--- src/rtl/twcp_pkg.sv ---
// ----------------------------------------------------------------------------
// twcp_pkg
// Shared types, codes and frame helpers of the tape word/frame packer.
// ----------------------------------------------------------------------------
package twcp_pkg;

  localparam int unsigned WordW  = 36;
  localparam int unsigned FrameW = 8;
  localparam int unsigned IdxW   = 3;

  // Function codes carried by an input beat.
  typedef enum logic [2:0] {
    FUNC_READ    = 3'd0,
    FUNC_COMPARE = 3'd1,
    FUNC_WRITE   = 3'd2,
    FUNC_CPU_IN  = 3'd3,
    FUNC_CPU_OUT = 3'd4,
    FUNC_STOP    = 3'd5,
    FUNC_START   = 3'd6
  } func_e;

  // Configuration register indexes.
  typedef enum logic [1:0] {
    CFG_SEVEN_TRACK = 2'd0,
    CFG_FIVE_FRAME  = 2'd1,
    CFG_PAR_ODD     = 2'd2
  } cfg_idx_e;

  typedef struct packed {
    logic seven_track;
    logic five_frame;
    logic par_odd;
  } cfg_t;

  typedef struct packed {
    logic word_req;
    logic word_late;
    logic parity_error;
    logic compare_error;
    logic length_error;
  } status_t;

  typedef struct packed {
    logic [2:0]        func;
    logic [FrameW-1:0] tape_frame;
    logic [WordW-1:0]  cpu_word;
    logic              want_data;
  } in_beat_t;

  typedef struct packed {
    logic [FrameW-1:0] frame_out;
    logic              frame_valid;
    logic [WordW-1:0]  word_out;
    status_t           status;
    logic              record_end;
    logic [IdxW-1:0]   frame_count;
  } out_beat_t;

  // Parity bit for six data bits: even parity unless odd is selected.
  function automatic logic parity6(logic [5:0] data, logic odd);
    return odd ^ (^data);
  endfunction

  // Frame at position idx of word w; positions past the word give zero.
  function automatic logic [FrameW-1:0] frame_of(logic [WordW-1:0] w,
                                                 logic [IdxW-1:0] idx,
                                                 logic seven);
    logic [FrameW-1:0] f;
    f = '0;
    if (seven) begin
      case (idx)
        3'd0:    f = {2'b00, w[35:30]};
        3'd1:    f = {2'b00, w[29:24]};
        3'd2:    f = {2'b00, w[23:18]};
        3'd3:    f = {2'b00, w[17:12]};
        3'd4:    f = {2'b00, w[11:6]};
        3'd5:    f = {2'b00, w[5:0]};
        default: f = '0;
      endcase
    end else begin
      case (idx)
        3'd0:    f = w[35:28];
        3'd1:    f = w[27:20];
        3'd2:    f = w[19:12];
        3'd3:    f = w[11:4];
        3'd4:    f = {2'b00, w[5:0]};
        default: f = '0;
      endcase
    end
    return f;
  endfunction

  // Bits that frame ch contributes to the word at position idx.
  function automatic logic [WordW-1:0] place_bits(logic [FrameW-1:0] ch,
                                                  logic [IdxW-1:0] idx,
                                                  logic seven);
    logic [WordW-1:0] b;
    b = '0;
    if (seven) begin
      case (idx)
        3'd0:    b[35:30] = ch[5:0];
        3'd1:    b[29:24] = ch[5:0];
        3'd2:    b[23:18] = ch[5:0];
        3'd3:    b[17:12] = ch[5:0];
        3'd4:    b[11:6]  = ch[5:0];
        3'd5:    b[5:0]   = ch[5:0];
        default: b = '0;
      endcase
    end else begin
      case (idx)
        3'd0:    b[35:28] = ch;
        3'd1:    b[27:20] = ch;
        3'd2:    b[19:12] = ch;
        3'd3:    b[11:4]  = ch;
        3'd4:    b[5:0]   = ch[5:0];
        default: b = '0;
      endcase
    end
    return b;
  endfunction

endpackage

--- src/rtl/twcp_if.sv ---
// ----------------------------------------------------------------------------
// twcp_req_if / twcp_rsp_if
// Valid/ready channels for request beats and result beats.
// ----------------------------------------------------------------------------
interface twcp_req_if;
  logic        valid;
  logic        ready;
  logic [2:0]  func;
  logic [7:0]  tape_frame;
  logic [35:0] cpu_word;
  logic        want_data;

  modport source (output valid, func, tape_frame, cpu_word, want_data, input ready);
  modport sink   (input valid, func, tape_frame, cpu_word, want_data, output ready);
endinterface

interface twcp_rsp_if;
  logic        valid;
  logic        ready;
  logic [7:0]  frame_out;
  logic        frame_valid;
  logic [35:0] word_out;
  logic        word_req;
  logic        word_late;
  logic        parity_error;
  logic        compare_error;
  logic        length_error;
  logic        record_end;
  logic [2:0]  frame_count;

  modport source (output valid, frame_out, frame_valid, word_out, word_req,
                  word_late, parity_error, compare_error, length_error,
                  record_end, frame_count, input ready);
  modport sink   (input valid, frame_out, frame_valid, word_out, word_req,
                  word_late, parity_error, compare_error, length_error,
                  record_end, frame_count, output ready);
endinterface

--- src/rtl/twcp_in_stage.sv ---
// ----------------------------------------------------------------------------
// twcp_in_stage
// Input register: captures a request beat and holds it until the core takes it.
// ----------------------------------------------------------------------------
module twcp_in_stage import twcp_pkg::*; (
  input  logic     clk_i,
  input  logic     rst_ni,
  twcp_req_if.sink req,
  input  logic     take_i,
  output logic     valid_o,
  output in_beat_t beat_o
);

  logic     valid_q;
  in_beat_t beat_q;

  // A new beat may enter when the register is empty or is drained this cycle.
  assign req.ready = !valid_q || take_i;

  always_ff @(posedge clk_i or negedge rst_ni) begin
    if (!rst_ni) begin
      valid_q <= 1'b0;
    end else if (req.valid && req.ready) begin
      valid_q <= 1'b1;
    end else if (take_i) begin
      valid_q <= 1'b0;
    end
  end

  // Payload capture; no reset needed.
  always_ff @(posedge clk_i) begin
    if (req.valid && req.ready) begin
      beat_q <= '{func: req.func, tape_frame: req.tape_frame,
                  cpu_word: req.cpu_word, want_data: req.want_data};
    end
  end

  assign valid_o = valid_q;
  assign beat_o  = beat_q;

endmodule

--- src/rtl/twcp_core.sv ---
// ----------------------------------------------------------------------------
// twcp_core
// Configuration, buffer state and the per-beat packing/unpacking step.
// ----------------------------------------------------------------------------
module twcp_core import twcp_pkg::*; (
  input  logic       clk_i,
  input  logic       rst_ni,
  input  logic       cfg_we_i,
  input  logic [1:0] cfg_idx_i,
  input  logic [0:0] cfg_data_i,
  input  logic       valid_i,
  input  in_beat_t   beat_i,
  input  logic       out_free_i,
  output logic       take_o,
  output out_beat_t  result_o
);

  cfg_t            cfg_q;
  logic [WordW-1:0] asm_q, asm_d, hold_q, hold_d;
  logic [IdxW-1:0] idx_q, idx_d, cnt_q, cnt_d;
  logic            asm_full_q, asm_full_d, hold_full_q, hold_full_d;
  logic            stop_q, stop_d;
  status_t         st_q, st_d;

  logic [FrameW-1:0] fout;
  logic              fvalid, rend;
  logic [WordW-1:0]  wout;
  logic [IdxW-1:0]   nframes;
  logic [FrameW-1:0] got, exp_ch;

  assign take_o = valid_i && out_free_i;

  // Configuration writes; indexes past the list are ignored.
  always_ff @(posedge clk_i or negedge rst_ni) begin
    if (!rst_ni) begin
      cfg_q <= '0;
    end else if (cfg_we_i) begin
      case (cfg_idx_e'(cfg_idx_i))
        CFG_SEVEN_TRACK: cfg_q.seven_track <= cfg_data_i[0];
        CFG_FIVE_FRAME:  cfg_q.five_frame  <= cfg_data_i[0];
        CFG_PAR_ODD:     cfg_q.par_odd     <= cfg_data_i[0];
        default: ;
      endcase
    end
  end

  assign nframes = cfg_q.seven_track ? 3'd6 : (cfg_q.five_frame ? 3'd5 : 3'd4);

  // One step of the data path for the beat in the input register.
  always_comb begin
    asm_d       = asm_q;
    hold_d      = hold_q;
    idx_d       = idx_q;
    cnt_d       = cnt_q;
    asm_full_d  = asm_full_q;
    hold_full_d = hold_full_q;
    stop_d      = stop_q;
    st_d        = st_q;
    fout        = '0;
    fvalid      = 1'b0;
    rend        = 1'b0;
    wout        = '0;
    got         = '0;
    exp_ch      = '0;

    case (func_e'(beat_i.func))
      FUNC_READ: begin
        if (stop_q) begin
          st_d.length_error = 1'b1;
        end else begin
          if (cfg_q.seven_track) begin
            if (parity6(beat_i.tape_frame[5:0], cfg_q.par_odd) !=
                beat_i.tape_frame[6]) st_d.parity_error = 1'b1;
          end else if (!cfg_q.par_odd) begin
            st_d.parity_error = 1'b1;
          end
          asm_d = asm_q | place_bits(beat_i.tape_frame, idx_q, cfg_q.seven_track);
          idx_d = idx_q + 3'd1;
          cnt_d = idx_d;
          if (idx_d >= nframes) begin
            if (asm_full_q) begin
              // Previous word still waiting: overrun.
              st_d.word_late = 1'b1;
              stop_d         = 1'b1;
            end else begin
              if (!hold_full_q) begin
                hold_d        = asm_d;
                st_d.word_req = 1'b1;
                hold_full_d   = 1'b1;
              end else begin
                asm_full_d = 1'b1;
              end
              asm_d = '0;
              idx_d = '0;
            end
          end
        end
      end

      FUNC_COMPARE: begin
        if (stop_q) begin
          st_d.length_error = 1'b1;
        end else if (!asm_full_q && !hold_full_q) begin
          st_d.word_late = 1'b1;
          stop_d         = 1'b1;
        end else begin
          if (!asm_full_q) begin
            asm_d         = hold_q;
            st_d.word_req = 1'b1;
            hold_full_d   = 1'b0;
            asm_full_d    = 1'b1;
            idx_d         = '0;
          end
          if (cfg_q.seven_track) begin
            if (parity6(beat_i.tape_frame[5:0], cfg_q.par_odd) !=
                beat_i.tape_frame[6]) st_d.parity_error = 1'b1;
            got = {2'b00, beat_i.tape_frame[5:0]};
          end else begin
            if (!cfg_q.par_odd) st_d.parity_error = 1'b1;
            got = beat_i.tape_frame;
          end
          exp_ch = frame_of(asm_d, idx_d, cfg_q.seven_track);
          if (got != exp_ch) begin
            st_d.compare_error = 1'b1;
            stop_d             = 1'b1;
            cnt_d              = idx_d;
          end else begin
            idx_d = idx_d + 3'd1;
            if (idx_d >= nframes) begin
              idx_d      = '0;
              asm_full_d = 1'b0;
            end
            cnt_d = idx_d;
          end
        end
      end

      FUNC_WRITE: begin
        if (!asm_full_q) begin
          if (!hold_full_q) begin
            if (!stop_q) begin
              st_d.word_late = 1'b1;
              stop_d         = 1'b1;
            end
          end else begin
            asm_d = hold_q;
            if (!stop_q) st_d.word_req = 1'b1;
            hold_full_d = 1'b0;
            asm_full_d  = 1'b1;
            idx_d       = '0;
          end
        end
        if (asm_full_d) begin
          fout = frame_of(asm_d, idx_d, cfg_q.seven_track);
          if (cfg_q.seven_track) fout[6] = parity6(fout[5:0], cfg_q.par_odd);
          fvalid = 1'b1;
          idx_d  = idx_d + 3'd1;
          if (idx_d >= nframes) begin
            idx_d      = '0;
            asm_full_d = 1'b0;
          end
          cnt_d = idx_d;
        end
        rend = stop_d && !asm_full_d && !hold_full_d;
      end

      FUNC_CPU_IN: begin
        hold_d        = beat_i.cpu_word;
        st_d.word_req = 1'b0;
        hold_full_d   = 1'b1;
      end

      FUNC_CPU_OUT: begin
        wout          = hold_q;
        hold_full_d   = 1'b0;
        st_d.word_req = 1'b0;
        if (asm_full_q) begin
          hold_d        = asm_q;
          asm_d         = '0;
          asm_full_d    = 1'b0;
          hold_full_d   = 1'b1;
          st_d.word_req = 1'b1;
        end
      end

      FUNC_STOP: begin
        stop_d = 1'b1;
      end

      FUNC_START: begin
        st_d          = '0;
        st_d.word_req = beat_i.want_data;
        cnt_d         = '0;
        idx_d         = '0;
        asm_d         = '0;
        hold_full_d   = 1'b0;
        asm_full_d    = 1'b0;
        stop_d        = 1'b0;
      end

      default: ;
    endcase
  end

  // State registers advance only when the beat moves to the result register.
  always_ff @(posedge clk_i or negedge rst_ni) begin
    if (!rst_ni) begin
      asm_q       <= '0;
      hold_q      <= '0;
      idx_q       <= '0;
      cnt_q       <= '0;
      asm_full_q  <= 1'b0;
      hold_full_q <= 1'b0;
      stop_q      <= 1'b0;
      st_q        <= '0;
    end else if (take_o) begin
      asm_q       <= asm_d;
      hold_q      <= hold_d;
      idx_q       <= idx_d;
      cnt_q       <= cnt_d;
      asm_full_q  <= asm_full_d;
      hold_full_q <= hold_full_d;
      stop_q      <= stop_d;
      st_q        <= st_d;
    end
  end

  assign result_o = '{frame_out: fout, frame_valid: fvalid, word_out: wout,
                      status: st_d, record_end: rend, frame_count: cnt_d};

endmodule

--- src/rtl/twcp_out_stage.sv ---
// ----------------------------------------------------------------------------
// twcp_out_stage
// Result register: holds a result beat until the consumer takes it.
// ----------------------------------------------------------------------------
module twcp_out_stage import twcp_pkg::*; (
  input  logic       clk_i,
  input  logic       rst_ni,
  input  logic       push_i,
  input  out_beat_t  result_i,
  output logic       free_o,
  twcp_rsp_if.source rsp
);

  logic      valid_q;
  out_beat_t beat_q;

  // Room for a new result when empty or when the held one leaves now.
  assign free_o = !valid_q || rsp.ready;

  always_ff @(posedge clk_i or negedge rst_ni) begin
    if (!rst_ni) begin
      valid_q <= 1'b0;
    end else if (push_i) begin
      valid_q <= 1'b1;
    end else if (rsp.ready) begin
      valid_q <= 1'b0;
    end
  end

  always_ff @(posedge clk_i) begin
    if (push_i) begin
      beat_q <= result_i;
    end
  end

  assign rsp.valid         = valid_q;
  assign rsp.frame_out     = beat_q.frame_out;
  assign rsp.frame_valid   = beat_q.frame_valid;
  assign rsp.word_out      = beat_q.word_out;
  assign rsp.word_req      = beat_q.status.word_req;
  assign rsp.word_late     = beat_q.status.word_late;
  assign rsp.parity_error  = beat_q.status.parity_error;
  assign rsp.compare_error = beat_q.status.compare_error;
  assign rsp.length_error  = beat_q.status.length_error;
  assign rsp.record_end    = beat_q.record_end;
  assign rsp.frame_count   = beat_q.frame_count;

endmodule

--- src/rtl/tape_word_char_packer.sv ---
// ----------------------------------------------------------------------------
// tape_word_char_packer
// Polled data path of a 36-bit tape controller: packs frames into words,
// unpacks words into frames, compares, and reports transfer status.
//
//   channel   | dir | handshake        | payload
//   ----------+-----+------------------+-----------------------------------
//   req_i     | in  | valid / ready    | func, tape_frame, cpu_word, want_data
//   rsp_o     | out | valid / ready    | frame, word, status flags, count
//   cfg_*     | in  | cfg_we_i only    | cfg_idx_i, cfg_data_i
//
// A beat is captured in the input register and stepped by the core into the
// result register; one beat per cycle is sustained while rsp_o is not held,
// set by the single core step. Reset clears all state and configuration. When
// the result register is held, the input register fills and then req_i.ready drops.
// ----------------------------------------------------------------------------
module tape_word_char_packer import twcp_pkg::*; (
  input  logic       clk_i,
  input  logic       rst_ni,
  input  logic       cfg_we_i,
  input  logic [1:0] cfg_idx_i,
  input  logic [0:0] cfg_data_i,
  twcp_req_if.sink   req_i,
  twcp_rsp_if.source rsp_o
);

  logic      in_valid, take, out_free;
  in_beat_t  in_beat;
  out_beat_t result;

  twcp_in_stage u_in (
    .clk_i   (clk_i),
    .rst_ni  (rst_ni),
    .req     (req_i),
    .take_i  (take),
    .valid_o (in_valid),
    .beat_o  (in_beat)
  );

  twcp_core u_core (
    .clk_i      (clk_i),
    .rst_ni     (rst_ni),
    .cfg_we_i   (cfg_we_i),
    .cfg_idx_i  (cfg_idx_i),
    .cfg_data_i (cfg_data_i),
    .valid_i    (in_valid),
    .beat_i     (in_beat),
    .out_free_i (out_free),
    .take_o     (take),
    .result_o   (result)
  );

  twcp_out_stage u_out (
    .clk_i    (clk_i),
    .rst_ni   (rst_ni),
    .push_i   (take),
    .result_i (result),
    .free_o   (out_free),
    .rsp      (rsp_o)
  );

endmodule

--- src/flat_wrapper.sv ---
// flat-port wrapper written by rule: the top's interface ports become plain ports
module tape_word_char_packer_flat import twcp_pkg::*;
  (clk_i, rst_ni, cfg_we_i, cfg_idx_i, cfg_data_i, req_i_valid, req_i_func, req_i_tape_frame, req_i_cpu_word, req_i_want_data, req_i_ready, rsp_o_valid, rsp_o_frame_out, rsp_o_frame_valid, rsp_o_word_out, rsp_o_word_req, rsp_o_word_late, rsp_o_parity_error, rsp_o_compare_error, rsp_o_length_error, rsp_o_record_end, rsp_o_frame_count, rsp_o_ready);
  twcp_req_if req_i_i ();
  twcp_rsp_if rsp_o_i ();
  input  logic clk_i;
  input  logic rst_ni;
  input  logic cfg_we_i;
  input  logic [1:0] cfg_idx_i;
  input  logic [0:0] cfg_data_i;
  input wire logic [$bits(req_i_i.valid)-1:0] req_i_valid;
  input wire logic [$bits(req_i_i.func)-1:0] req_i_func;
  input wire logic [$bits(req_i_i.tape_frame)-1:0] req_i_tape_frame;
  input wire logic [$bits(req_i_i.cpu_word)-1:0] req_i_cpu_word;
  input wire logic [$bits(req_i_i.want_data)-1:0] req_i_want_data;
  output wire logic [$bits(req_i_i.ready)-1:0] req_i_ready;
  output wire logic [$bits(rsp_o_i.valid)-1:0] rsp_o_valid;
  output wire logic [$bits(rsp_o_i.frame_out)-1:0] rsp_o_frame_out;
  output wire logic [$bits(rsp_o_i.frame_valid)-1:0] rsp_o_frame_valid;
  output wire logic [$bits(rsp_o_i.word_out)-1:0] rsp_o_word_out;
  output wire logic [$bits(rsp_o_i.word_req)-1:0] rsp_o_word_req;
  output wire logic [$bits(rsp_o_i.word_late)-1:0] rsp_o_word_late;
  output wire logic [$bits(rsp_o_i.parity_error)-1:0] rsp_o_parity_error;
  output wire logic [$bits(rsp_o_i.compare_error)-1:0] rsp_o_compare_error;
  output wire logic [$bits(rsp_o_i.length_error)-1:0] rsp_o_length_error;
  output wire logic [$bits(rsp_o_i.record_end)-1:0] rsp_o_record_end;
  output wire logic [$bits(rsp_o_i.frame_count)-1:0] rsp_o_frame_count;
  input wire logic [$bits(rsp_o_i.ready)-1:0] rsp_o_ready;
  assign req_i_i.valid = req_i_valid;
  assign req_i_i.func = req_i_func;
  assign req_i_i.tape_frame = req_i_tape_frame;
  assign req_i_i.cpu_word = req_i_cpu_word;
  assign req_i_i.want_data = req_i_want_data;
  assign req_i_ready = req_i_i.ready;
  assign rsp_o_valid = rsp_o_i.valid;
  assign rsp_o_frame_out = rsp_o_i.frame_out;
  assign rsp_o_frame_valid = rsp_o_i.frame_valid;
  assign rsp_o_word_out = rsp_o_i.word_out;
  assign rsp_o_word_req = rsp_o_i.word_req;
  assign rsp_o_word_late = rsp_o_i.word_late;
  assign rsp_o_parity_error = rsp_o_i.parity_error;
  assign rsp_o_compare_error = rsp_o_i.compare_error;
  assign rsp_o_length_error = rsp_o_i.length_error;
  assign rsp_o_record_end = rsp_o_i.record_end;
  assign rsp_o_frame_count = rsp_o_i.frame_count;
  assign rsp_o_i.ready = rsp_o_ready;
  tape_word_char_packer u_core (.clk_i(clk_i), .rst_ni(rst_ni), .cfg_we_i(cfg_we_i), .cfg_idx_i(cfg_idx_i), .cfg_data_i(cfg_data_i), .req_i(req_i_i), .rsp_o(rsp_o_i));
endmodule
--- config.mk ---
export PLATFORM = sky130hd
export DESIGN_NAME = tape_word_char_packer_flat
export DESIGN_NICKNAME = d
export VERILOG_FILES = /design/src/rtl/twcp_pkg.sv /design/src/rtl/twcp_if.sv /design/src/rtl/twcp_in_stage.sv /design/src/rtl/twcp_core.sv /design/src/rtl/twcp_out_stage.sv /design/src/rtl/tape_word_char_packer.sv /design/src/flat_wrapper.sv
export SDC_FILE = /design/constraint.sdc
export NUM_CORES = 1
export LEC_CHECK = 0
export BUFFER_PORTS_ARGS = -buffer_cell sky130_fd_sc_hd__buf_2
export CORE_MARGIN = 2
export CORE_UTILIZATION = 60
export CTS_BUF_LIST = sky130_fd_sc_hd__clkbuf_16
export CTS_CLUSTER_DIAMETER = 200
export DETAILED_ROUTE_END_ITERATION = 10
export PLACE_DENSITY = 0.83
export SETUP_SLACK_MARGIN = 0.15
export SYNTH_ARGS = -nofsm -noshare
export SYNTH_HDL_FRONTEND = slang
export SYNTH_SLANG_ARGS = --single-unit
--- constraint.sdc ---
create_clock -name clk_i -period 5.4 [get_ports clk_i]
set_clock_uncertainty 0.2 [all_clocks]
set_input_delay 1.08 -clock clk_i [delete_from_list [all_inputs] [get_ports clk_i]]
set_output_delay 1.08 -clock clk_i [all_outputs]
set_load 0.02 [all_outputs]
; ---- After elaboration in Yosys (flattened, before gate mapping)
; Cells that the tools add are included.
[totals]
register_bits = 193
input_bits = 56
output_inout_bits = 56
word_cells = 243
[op_classes]
add_sub_neg = 3
order_cmp = 3
eq_ne = 32
muxes = 131
n_bitwise = 3
n_reduce_logical = 40
[ops]
columns = cell, count
row1 = two-way mux 36 bit, 16
row2 = case mux 36 bit (5 select lines), 1
row3 = two-way mux 8 bit, 14
row4 = case mux 36 bit (3 select lines), 1
row5 = case mux 8 bit (5 select lines), 2
row6 = case mux 6 bit (6 select lines), 2
row7 = two-way mux 3 bit, 21
row8 = two-way mux 1 bit, 50
row9 = two-way mux 6 bit, 7
row10 = bitwise OR 36 bit, 1
row11 = == test 3 bit (second input constant), 9
row12 = == test 3 x 2 -> 1 bit (second input constant), 8
row13 = case mux 3 bit (4 select lines), 2
row14 = AND reduction 6 bit, 3
row15 = != test 2 bit (second input constant), 7
row16 = == test 3 x 1 -> 1 bit (second input constant), 4
row17 = logical NOT 3 bit, 4
row18 = case mux 1 bit (6 select lines), 2
row19 = XOR reduction 6 bit, 2
row20 = AND reduction 2 bit, 5
row21 = nonzero test 5 bit, 2
row22 = adder 3 x 1 -> 3 bit (second input constant), 3
row23 = >= comparator 3 bit, 3
row24 = two-way mux 2 bit, 4
row25 = 22 further kinds, 39

; ---- Depth between registers and ports, before layout
[depth]
ltp_word = 16
ltp_mapped = 17
depth_no_buf = 13

; ---- Hierarchy
; A second synthesis with hierarchy kept.
[hier_totals]
cells_unflattened = 1296
area_unflattened_um2 = 12124.1
[by_module_without_submodules]
columns = module, n_inst, cells_each, area_each_um2, seq_area_each_um2
row1 = twcp_core, 1, 1187, 8959.8, 2227.1
row2 = twcp_out_stage, 1, 57, 1669.1, 1646.6
row3 = twcp_in_stage, 1, 52, 1495.2, 1466.4

; ---- Worst setup path after synthesis
; OpenSTA, ideal clock, no wires.
[synth_path]
path_type = in2reg
from = input rsp_o_ready
to = register u_core.u_core.cnt_q[1]
t_arrival_ns = 3.581
required_ns = 4.984
setup_slack_ns = 1.403
cell_stages = 8
path_buffers = 2
cell_sequence = nand2b_1 nand2_1 clkbuf_1 inv_1 clkbuf_1 nand3_1 o21ai_0 a31oi_1
[synth_between]
elab_chain_len = 2
[synth_rtl]
columns = element, line_no
row1 = from (decl), flat_wrapper.sv:28  ; input wire logic [$bits(rsp_o_i.ready)-1:0] rsp_o_ready;
row2 = logical OR 1 bit, twcp_out_stage.sv:18  ; assign free_o = !valid_q || rsp.ready;
row3 = logical AND 1 bit, twcp_core.sv:31  ; assign take_o = valid_i && out_free_i;
row4 = via u_core.take, tape_word_char_packer.sv:27  ; logic in_valid, take, out_free;
row5 = to (signal assigned), twcp_core.sv:220  ; cnt_q <= cnt_d;
row6 = to (decl), twcp_core.sv:20  ; logic [IdxW-1:0] idx_q, idx_d, cnt_q, cnt_d;
; The timed path passes the listed nets, and every way through them passes these cells.
; A chain may end at the register's enable or synchronous reset.

==> metrics.log <==
INFO  metric p_leak = 5.20 nW
INFO  metric areaGrowthSynthToFinish = 11.1%
INFO  metric timing_hold_violations_final = 0
INFO  metric drc_violation_count_after_routing = 0
INFO  metric routedWlPerCell = 26.2 um
INFO  metric cts_clk_pin_slew_worst_paths = 0.09 ns
INFO  metric grt_max_degree = 73
INFO  metric synth_edf_count = 102
INFO  metric relSlewSlack = 25.5%
INFO  metric cts.path.max_buffers = 2
INFO  metric p_int = 3.95 mW
INFO  metric post-dp-hpwl = 27.3 mm
INFO  metric p_comb_share = 45.1%
INFO  metric postSynthNetCount = 1290
INFO  metric final_min_period_over_clock_period = 79.8%
INFO  metric number_of_buffers_added_on_ports = 111
INFO  metric crit_path_max_incr_delay = 0.75 ns
INFO  metric design.core.area = 18800 um^2
INFO  metric cp-end-kind = flop
INFO  metric timing.critical_path.required = 5.38 ns
INFO  metric tritoncts_num_sinks = 193
INFO  metric worstPathMaxFanout = 56
INFO  metric synthArstFlopShare = 47.2%
INFO  metric drt.antenna.violating_nets = 0
INFO  metric cell_family_with_the_largest_share_of_critical_path_delay = simple AND/OR/NAND/NOR gates
INFO  metric bufs_and_invs_on_worst_path = 2
INFO  metric min_period = 4.31 ns
INFO  metric ys_ff_latch = 193
INFO  metric postSynthCellCount = 1217
INFO  metric first_global_vias = 10267
INFO  metric track_usage = 39.9%
INFO  metric number_of_core_rows = 50
INFO  metric grt_pass1_wl = 60.6 mm
INFO  metric grt_setup_unrepaired = no
INFO  metric cts_repair_resize_count = 0
INFO  metric seq_area_frac_synth = 46.3%
INFO  metric tightest_slew = 1.12 ns
INFO  metric power_switching = 3.42 mW
INFO  metric die_h = 143 um
INFO  metric run_status = finished, final reports clean
INFO  metric crit_path_cell_trace = buf_4, inv_2, nor4_1, nand2b_1, a31oi_1, or3_1, a211oi_2, nand2_1, a41oi_1, o21ai_1
INFO  metric routabilityCongestion = 1.05
INFO  metric globalRouteOverflowTotal = 0
INFO  metric power.switching_fraction = 46.4%
INFO  metric yosys.cell_types.count = 75
INFO  metric finalSetupViolations = 0
INFO  metric peakVddDrop = 0.356 mV
INFO  metric dominantRegCellSynth = sky130_fd_sc_hd__edfxtp_1
INFO  metric drt-pass1-iter-count = 7
INFO  metric detailedRoute.firstIterationViolations = 1638
INFO  metric worst-setup-path-type = reg2reg
INFO  metric power.share.sequential = 36.3%
INFO  metric number_of_logic_stages_on_the_critical_path_including_buffering = 10
INFO  metric critical_path.slowest_cell = sky130_fd_sc_hd__dfrtp_2
INFO  metric design.die.area = 20400 um^2
INFO  metric slew_viol_final = 0
INFO  metric power_per_cell_area = 575 nW/um^2
INFO  metric cts-buffers-inserted = 17
INFO  metric insertedDiodeCount = 0
INFO  metric reg2regPathDepth = 10
INFO  metric cts_post_setup_buffers_inserted = 0
INFO  metric timing.hold.worst_path_depth = 1
INFO  metric insertion_delay_of_the_later_clocked_pin_in_the_worst_skew_pair = 0.45 ns
INFO  metric dr_total_vias = 10808
INFO  metric final_cell_mix = 124 x sky130_fd_sc_hd__nand2_1, 121 x sky130_fd_sc_hd__nor2_1, 110 x sky130_fd_sc_hd__buf_2
INFO  metric avgSynthCellArea = 9.48 um^2
INFO  metric max_freq = 232 MHz
INFO  metric drive_above_1_share = 17.9%
INFO  metric routed_wl = 39.8 mm
INFO  metric detail_route.vias_per_cell = 7.12
INFO  metric dieWidth = 143 um
INFO  metric hold_buffers = 0
INFO  metric synth_warnings = 0
INFO  metric max-cap-violations = 0
INFO  metric fin_worst_hold_slack = 0.306 ns
INFO  metric htree_num_levels = 4
INFO  metric most_common_cell_after_layout_fill_and_taps_aside = sky130_fd_sc_hd__nand2_1
INFO  metric clkPwrFrac = 18.6%
INFO  metric synthesis.area = 11500 um^2
INFO  metric starting_utilization_of_the_core_area = 61.5%
INFO  metric tritoncts = yes
INFO  metric grt_antenna_before_repair = 0
INFO  metric clock_tree.root_cell = sky130_fd_sc_hd__clkbuf_16
INFO  metric setup.worst_path.start_class = flop
INFO  metric worst_ep_arrival_time = 4.30 ns
INFO  metric num-fill-cells = 1543
INFO  metric setup_tns = 0 ns
INFO  metric top_level_i_o_count = 112
INFO  metric hold_crit_path_type = reg2reg
INFO  metric final_net_count = 1343
-- cells by family after synthesis --
family	share of synthesized area [%]
simple gates	17.1
buf+inv	4.08
fa+ha+maj	2.02
flops	46.3
mux	5.57
xor+xnor	1.49
compound gates	23.5
-- per-layer routing --
layer | up-vias | track usage (%) | share of wire, %
li1 | 4665 | - | -
met1 | 5192 | 56.3 | 40
met4 | 0 | 17.0 | 4.2
met2 | 786 | 57.9 | 43
met5 | - | 0 | 0
met3 | 165 | 11.2 | 13
-- stage by stage --
stage | std cells | total power [mW] | worst slack (ns) | util [%] | cell area, um^2
5_1_grt | 1517 | 7.68 | 0.835 | 68.3 | 12800
3_5_place_dp | 1485 | 5.85 | 1.24 | 64.9 | 12200
6_report | 1517 | 7.37 | 1.09 | 68.3 | 12800
3_3_place_gp | 1485 | 5.82 | 1.36 | 64.9 | 12200
2_1_floorplan | 1217 | 4.76 | 1.40 | - | 11500
4_1_cts | 1517 | 7.22 | 1.21 | 68.3 | 12800
-- state kept, by name, summed over array words and instances (netlist names), 3 cells and up --
signal	flops
u_core.u_core.idx_q	3
u_core.u_out.rsp.frame_out	8
u_core.u_core.asm_q	36
u_core.u_in.beat_o	48
u_core.u_out.rsp.frame_count	3
u_core.u_core.cnt_q	3
u_core.u_out.rsp.word_out	36
u_core.u_core.st_q	5
u_core.u_core.hold_q	36
u_core.u_core.cfg_q	3
-- layout make-up --
class,instances,area [um^2],share of cell area (%)
clock inverters,15,226,1.77
clock buffers,17,425,3.32
flip-flops and latches,193,5340,41.6
repair buffers,129,693,5.40
inverters,20,75.1,0.585
well taps,234,293,2.28
multi-input cells,909,5770,45.0
-- path summary, 6_finish.rpt --
check                                                 end  slack [ns]                     start
min in group asynchronous         u_core.u_core.hold_q[1]        0.41                    rst_ni
min reg2reg                        u_core.u_out.rsp.valid        0.31       u_core.u_in.valid_o
max                        u_core.u_out.rsp.compare_error        1.09  u_core.u_core.asm_full_q
max in group asynchronous         u_core.u_core.asm_q[13]        3.47                    rst_ni
max reg2reg                u_core.u_out.rsp.compare_error        1.09  u_core.u_core.asm_full_q
min                                u_core.u_out.rsp.valid        0.31       u_core.u_in.valid_o
-- power by group through the flow --
stage / Clock [mW] / Sequential [mW] / Combinational (mW)
6_report: 1.37 / 2.68 / 3.32
5_1_grt: 1.42 / 2.67 / 3.59
4_1_cts: 1.38 / 2.59 / 3.25
3_5_place_dp: 0 / 2.62 / 3.22
3_3_place_gp: 0 / 2.63 / 3.19
2_1_floorplan: 0 / 2.28 / 2.48
-- cells in the mapped netlist (all sizes together), types with 17 or more instances --
cell	instances	area (um^2)
nor2	125	469
nand2	124	465
a21oi	106	531
edfxtp	102	3060
dfrtp	91	2280
o21ai	79	395
clkbuf	71	267
a221oi	50	444
and3	42	263
mux2	39	443
a22o	38	333
nor2b	31	194
buf	24	129
o22ai	21	131
a22oi	20	150
mux2i	20	200
inv	19	71.3
and2	17	106
ha	17	213
No activity file was read; power rests on OpenSTA's default activity.
